### config.mk
export PLATFORM = sky130hd
export DESIGN_NAME = sad_fifo
export DESIGN_NICKNAME = d
export VERILOG_FILES = /design/src/sv/sad_pkg.sv /design/src/sv/sad_fifo.sv
export SDC_FILE = /design/constraint.sdc
export NUM_CORES = 1
export LEC_CHECK = 0
export ABC_AREA = 1
export BUFFER_PORTS_ARGS = -buffer_cell sky130_fd_sc_hd__buf_2
export CORE_MARGIN = 3
export CORE_UTILIZATION = 25
export DETAILED_ROUTE_END_ITERATION = 16
export RECOVER_POWER = 100
export SETUP_SLACK_MARGIN = 0.15
export SYNTH_ARGS = -nofsm -noshare
export SYNTH_HDL_FRONTEND = slang
export SYNTH_SLANG_ARGS = --single-unit
### constraint.sdc
create_clock -name i_clk -period 1.7 [get_ports i_clk]
set_input_delay 0.34 -clock i_clk [delete_from_list [all_inputs] [get_ports i_clk]]
set_output_delay 0.34 -clock i_clk [all_outputs]
set_load 0.02 [all_outputs]
### src/sv/sad_pkg.sv
`timescale 1ns / 1ps
// sad_pkg: shared types and constants of the slot allocator with deferred release
// used by every module of the block, no dependencies of its own

package sad_pkg;

    localparam int SLOT_W      = 10;
    localparam int STAT_W      = 2;
    localparam int COUNT_W     = 10;
    localparam int FIFO_DEPTH  = 2;

    // operation codes of an input item
    localparam logic [1:0] OP_ALLOC   = 2'd0;
    localparam logic [1:0] OP_RELEASE = 2'd1;
    localparam logic [1:0] OP_ADVANCE = 2'd2;

    typedef enum logic [STAT_W-1:0] {
        ST_OK       = 2'd0,
        ST_EMPTY    = 2'd1,
        ST_QFULL    = 2'd2,
        ST_OVERFLOW = 2'd3
    } t_status;

    typedef enum logic [1:0] {
        K_ALLOC,
        K_RELEASE,
        K_ADVANCE,
        K_NONE
    } t_kind;

    typedef enum logic [1:0] {
        S_IDLE,
        S_POP,
        S_DRAIN
    } t_back_state;

    typedef struct packed {
        logic [1:0]        operation;
        logic [SLOT_W-1:0] slot_in;
        logic              frame_index;
    } t_item;

    typedef struct packed {
        logic [SLOT_W-1:0]  slot_out;
        logic [STAT_W-1:0]  status;
        logic [COUNT_W-1:0] free_count;
    } t_result;

    // classified command between the front and the back
    typedef struct packed {
        t_kind             kind;
        logic [SLOT_W-1:0] slot;
        logic              frame;
    } t_cmd;

endpackage

### src/sv/sad_fifo.sv
`timescale 1ns / 1ps
// sad_fifo: two-entry queue of opaque words, used for commands and for results
// depends on sad_pkg for the depth

module sad_fifo
    import sad_pkg::*;
#(
    parameter int W = 8
) (
    input  logic         i_clk,
    input  logic         i_rst_n,
    input  logic         i_push,
    input  logic [W-1:0] i_data,
    output logic         o_full,
    input  logic         i_pop,
    output logic [W-1:0] o_data,
    output logic         o_empty
);

    localparam int PW = $clog2(FIFO_DEPTH);
    localparam int CW = $clog2(FIFO_DEPTH + 1);

    logic [W-1:0]  r_mem [0:FIFO_DEPTH-1];
    logic [PW-1:0] r_wp;
    logic [PW-1:0] r_rp;
    logic [CW-1:0] r_cnt;
    logic          w_wr;
    logic          w_rd;

    assign o_full  = (r_cnt == CW'(FIFO_DEPTH));
    assign o_empty = (r_cnt == '0);
    assign o_data  = r_mem[r_rp];
    assign w_wr    = i_push && !o_full;
    assign w_rd    = i_pop && !o_empty;

    always_ff @(posedge i_clk) begin
        if (!i_rst_n) begin
            r_wp  <= '0;
            r_rp  <= '0;
            r_cnt <= '0;
        end else begin
            if (w_wr) begin
                r_wp <= r_wp + 1'b1;
            end
            if (w_rd) begin
                r_rp <= r_rp + 1'b1;
            end
            if (w_wr && !w_rd) begin
                r_cnt <= r_cnt + 1'b1;
            end else if (w_rd && !w_wr) begin
                r_cnt <= r_cnt - 1'b1;
            end
        end
    end

    always_ff @(posedge i_clk) begin
        if (w_wr) begin
            r_mem[r_wp] <= i_data;
        end
    end

endmodule

* After elaboration in Yosys (flattened, before gate mapping)
Memory sizes are Yosys's and may differ from the RTL's. A register that Yosys moved wholly into a read port is not among the register bits.
Index checks and enable logic that the tools add are counted.
** Operators by class
- Reductions and logical operators :: 10
- Equality and inequality tests :: 1
- Add/sub/neg operators :: 4
- Muxes and demuxes :: 6
** Operator list (number)
- 1-bit logical AND :: 4
- 1-bit logical NOT :: 4
- 1-bit two-way mux :: 4
- 2-bit two-way mux :: 2
- 1-bit adder, second input constant :: 2
- 2-bit by 1-bit adder with 2-bit output, second input constant :: 1
- 2-bit equality test, second input constant :: 1
- 2-bit logical NOT :: 1
- 2-bit nonzero test :: 1
- 2-bit by 1-bit subtractor with 2-bit output, second input constant :: 1
** Word-level totals
- Bits in registers :: 4
- Memories :: 1
- Memory bits (writable) :: 16
- Output and inout bits :: 10
- Word-level logic and storage cells :: 25
- Input bits :: 12
** Memories
- r_mem :: words 2, bits a word 8, rd ports 1, clocked after memory_dff 1, wr ports 1, RTL line sad_fifo.sv:23 : logic [W-1:0] r_mem [0:FIFO_DEPTH-1];

* Depth between registers and ports, before layout
- Depth after elaboration :: 7
- Mapped depth :: 10
- Mapped depth without buffers :: 10

* Worst setup path before layout
Ideal clock, no wire load.
- Kind :: register to register
- From :: register r_cnt[0]
- To :: register r_cnt[1]
- Slack :: 337 ps
- Required time :: 1636 ps
- Data arrival time :: 1299 ps
- Period minus slack after synthesis :: 1363 ps
- Buffers on the path :: 0
- Cell stages (with the launch flop) :: 10
- Library setup time :: 64 ps
- Cell sequence :: dfxtp_1 nor2_2 nor2_4 inv_1 ha_1 inv_1 nand3_1 nand2_1 inv_1 nor2_1
** Between the ends
- Cells in the longest elaborated chain, start to end :: 6
- Elaborated cells on any way between the ends :: 15
- Those cells by class :: add/sub: 2; eq/ne: 1; mux: 2; reduce/logical: 10
** RTL lines
- start, declared :: RTL line sad_fifo.sv:26 : logic [CW-1:0] r_cnt;
- start signal, assigned :: RTL line sad_fifo.sv:49 : r_cnt <= r_cnt + 1'b1;
- start signal, assigned :: RTL line sad_fifo.sv:51 : r_cnt <= r_cnt - 1'b1;
- 2-bit logical NOT (*) :: RTL line sad_fifo.sv:31 : assign o_empty = (r_cnt == '0);
- named net o_empty :: RTL line sad_fifo.sv:17 : output logic o_empty
- 1-bit logical NOT (*) :: RTL line sad_fifo.sv:34 : assign w_rd = i_pop && !o_empty;
- 1-bit logical AND (*) :: RTL line sad_fifo.sv:34
- 1-bit logical NOT :: RTL line sad_fifo.sv:48 : if (w_wr && !w_rd) begin
- 1-bit logical AND :: RTL line sad_fifo.sv:48
- 2-bit two-way mux or 2-bit nonzero test (tied branches)
The timed path passes the listed nets; every way through them passes the cells marked *. The select of a mux whose other input is x is not followed.
A chain may end at the register's enable or synchronous reset.

==> run_results.csv <==
group,metric,value,unit
route,wl_met1,571,um
setup_path,critical_path_class,"reg2out",
final_layout,diodes,0,
final_layout,fin_cells,133,
logic_synthesis,yosysWarnings,0,
timing,fin_skew,0.000836,ns
clock_network,clockBufferDepth,2,
timing,rsz0062_at_grt,"yes",
route,drtIter0Drc,9,
global_route,grt_start_max_net_pins,13,
setup_path,rr_worst_depth,9,
final_layout,seq_area,584,sq um
logic_synthesis,synth-seq-cells,21,
final_layout,fill_cells,324,
logic_synthesis,yosysSeqAreaShare,69.9,%
route,ant_nets,0,
timing,drv_slew,0,
die,die_h,63.6,um
die,num_io_pins,22,
timing,relSlewSlack,69.1,%
place,hpwl,968,um
worst_hold_path,hp-class,"in2reg",
clock_network,clk_pin_slew,0.11,ns
final_layout,final_common_cell,"edfxtp_1",
setup_path,cp.required,1.36,ns
logic_synthesis,synth_top_family_by_area,"multiplexers",
logic_synthesis,synth.net_count,76,
logic_synthesis,yosysTopAreaCellShare,57.8,%
logic_synthesis,synthTopCellsByArea,"edfxtp_1 58%, dfxtp_1 12%, mux2_2 11%",
global_route,grt_pass1_vias,496,
pwr,p_int,981,uW
logic_synthesis,synth-compound-area-share,2.86,%
timing,worst_pin_slew,0.464,ns
setup_path,reg2reg_slack,0.25,ns
clock_network,cts-root-buf,"clkbuf_4",
worst_hold_path,worstHoldPathCells,1,
logic_synthesis,avgSynthCellArea,13.2,sq um
run,maxCapViolCount,0,
final_layout,area_delta_synth_final,28.6,%
route,firstDrtPassIters,4,
route,viasPerCell,3.86,
clock_network,clkLatencyLatePin,0.29,ns
worst_hold_path,worstHoldStart,"i_data[0]",
final_layout,multi_input_area,213,sq um
timing,fmax,643,MHz
place,place_congestion,0.700,
place,io_buffers,21,
die,die-area,4050,sq um
final_layout,final_cell_mix,"16 x edfxtp_1, 10 x nor2_1, 8 x clkbuf_1, 8 x buf_6, 7 x mux2_1",
logic_synthesis,syn-cell-area,831,sq um
pwr,seqPwrFrac,48.4,%
pwr,power.switching,518,uW
clock_network,cts_buffers,3,
timing,tns,0,ns
logic_synthesis,synthSimpleGateAreaFrac,10.2,%
die,start_util,26.8,%
timing,finalCriticalPeriod,1.56,ns
pwr,power_switching_share,34.5,%
timing,report.final.setup_viol,0,
global_route,grt_overflow,0,
logic_synthesis,synthCells,63,
pwr,power.leakage,0.000418,uW
clock_network,cts_tree,"done",
timing,finalCritPeriodShare,91.5,%
final_layout,fin_area,1070,sq um
status,status,"completed",
die,rows,20,
timing,setup_ws,0.145,ns
place,placed_cell_area,1000,sq um
setup_path,cp-start-kind,"register",
final_layout,nets,103,
route,wl_met3,142,um
logic_synthesis,synth_xor_area_share,0,%
pwr,ir_drop,0.776,mV
global_route,grt_pass1_wl,2.27,mm
pwr,p_clk_share,15.3,%
setup_path,r2r-start,"r_cnt[0]",
die,core-area,3100,sq um
final_layout,drive_gt1_share,29.2,%
logic_synthesis,synthMuxAreaShare,10.8,%
clock_network,post_cts.repair.setup_buffers,0,
global_route,grtUsageTotal,7.38,%
die,die_w,63.6,um
place,dp_cells,129,
logic_synthesis,synth_top_cell_by_area,"edfxtp_1",
worst_hold_path,min_to,"r_mem[1][0]",
route,wl_met2,554,um
setup_path,endpoint_kind,"output pin",
route,vias,514,
pwr,power.share.combinational,36.3,%
setup_path,worstPathMaxFanout,8,
pwr,p_per_area,1400,nW/um^2
global_route,antenna_found_initial,0,
clock_network,htree_levels,1,
logic_synthesis,synthAdderAreaFrac,1.51,%
route,drcViolationCount,0,
setup_path,rr_endpoint,"r_cnt[1]",
setup_path,worstPathArrival,1.22,ns
route,wl_per_cell,9.64,um
place,dp_slack,0.287,ns
route,routed_wl,1.28,mm
timing,finalHoldViolations,0,
clock_network,cts.sinks,21,
logic_synthesis,yosysUniqueCellTypes,16,
route,top_layer_used,"met4",
-- power groups by stage --
stage	clock network (uW)	registers (uW)	logic, uW
floorplan	0	708	383
detailed placement	0	739	504
CTS	243	732	514
finish	230	725	544
global placement	0	732	496
global route	271	744	604
-- cells in the mapped netlist, drive strengths merged --
master  count
edfxtp     16
o21ai       3
ha          1
nand3       1
nor2       11
a21oi       1
nand2       6
inv         9
nand4       1
buf         1
mux2        8
dfxtp       5
-- per-layer routing --
layer | track usage, % | up-vias
li1 | - | 267
met1 | 8.91 | 219
met2 | 10.8 | 23
met3 | 4.46 | 5
met4 | 2.43 | 0
met5 | 0 | -
-- worst max-delay path: stages (launching register included) --
cell     delay (ns)
dfxtp_4        0.42
mux2_1         0.36
buf_6          0.14
-- flip-flops by register name, summed over array words and instances, names as in the netlist, named ones only --
name and count:
r_cnt 2, r_mem 16, r_rp 1, r_wp 1
-- per-stage QoR --
step / hold WS (ns) / power [uW] / utilization, %
2_1_floorplan: 0.439 / 1090 / -
3_3_place_gp: 0.483 / 1230 / 32.3
3_5_place_dp: 0.494 / 1240 / 32.3
4_1_cts: 0.213 / 1490 / 33.5
5_1_grt: 0.197 / 1620 / 34.4
6_report: 0.225 / 1500 / 34.4
-- repair_timing --
action                                 CTS  global route
setup endpoints to repair                8            10
gates resized for setup                  4            23
hold buffers                             0             0
endpoints found under the hold margin    0             0
-- worst max path at each step --
stage              from        end  slack [ns]  depth (start not counted)
4_1_cts        register  o_data[6]        0.12                          2
3_5_place_dp   r_cnt[0]   r_cnt[1]        0.29                          9
5_1_grt        r_cnt[0]   r_cnt[1]        0.06                          9
3_3_place_gp   register  o_data[4]        0.30                          2
2_1_floorplan  r_cnt[0]   r_cnt[1]        0.34                          9
6_report       register  o_data[5]        0.14                          2
-- cell type report --
type | instances | area share (%)
Tap cell | 44 | 5.15
Clock buffer | 3 | 2.11
Clock inverter | 1 | 0.468
Timing Repair Buffer | 23 | 14.5
Inverter | 9 | 3.16
Multi-Input combinational cell | 32 | 19.9
Sequential cell | 21 | 54.7
-- logic make-up after synthesis --
family,Yosys count
AND/OR/NAND/NOR,19
flip-flops,21
multiplexers,8
AO/OA/AOI/OAI,4
adder cells (fa/ha/maj),1
buffers and inverters,10
(Power assumes the default switching activity.)
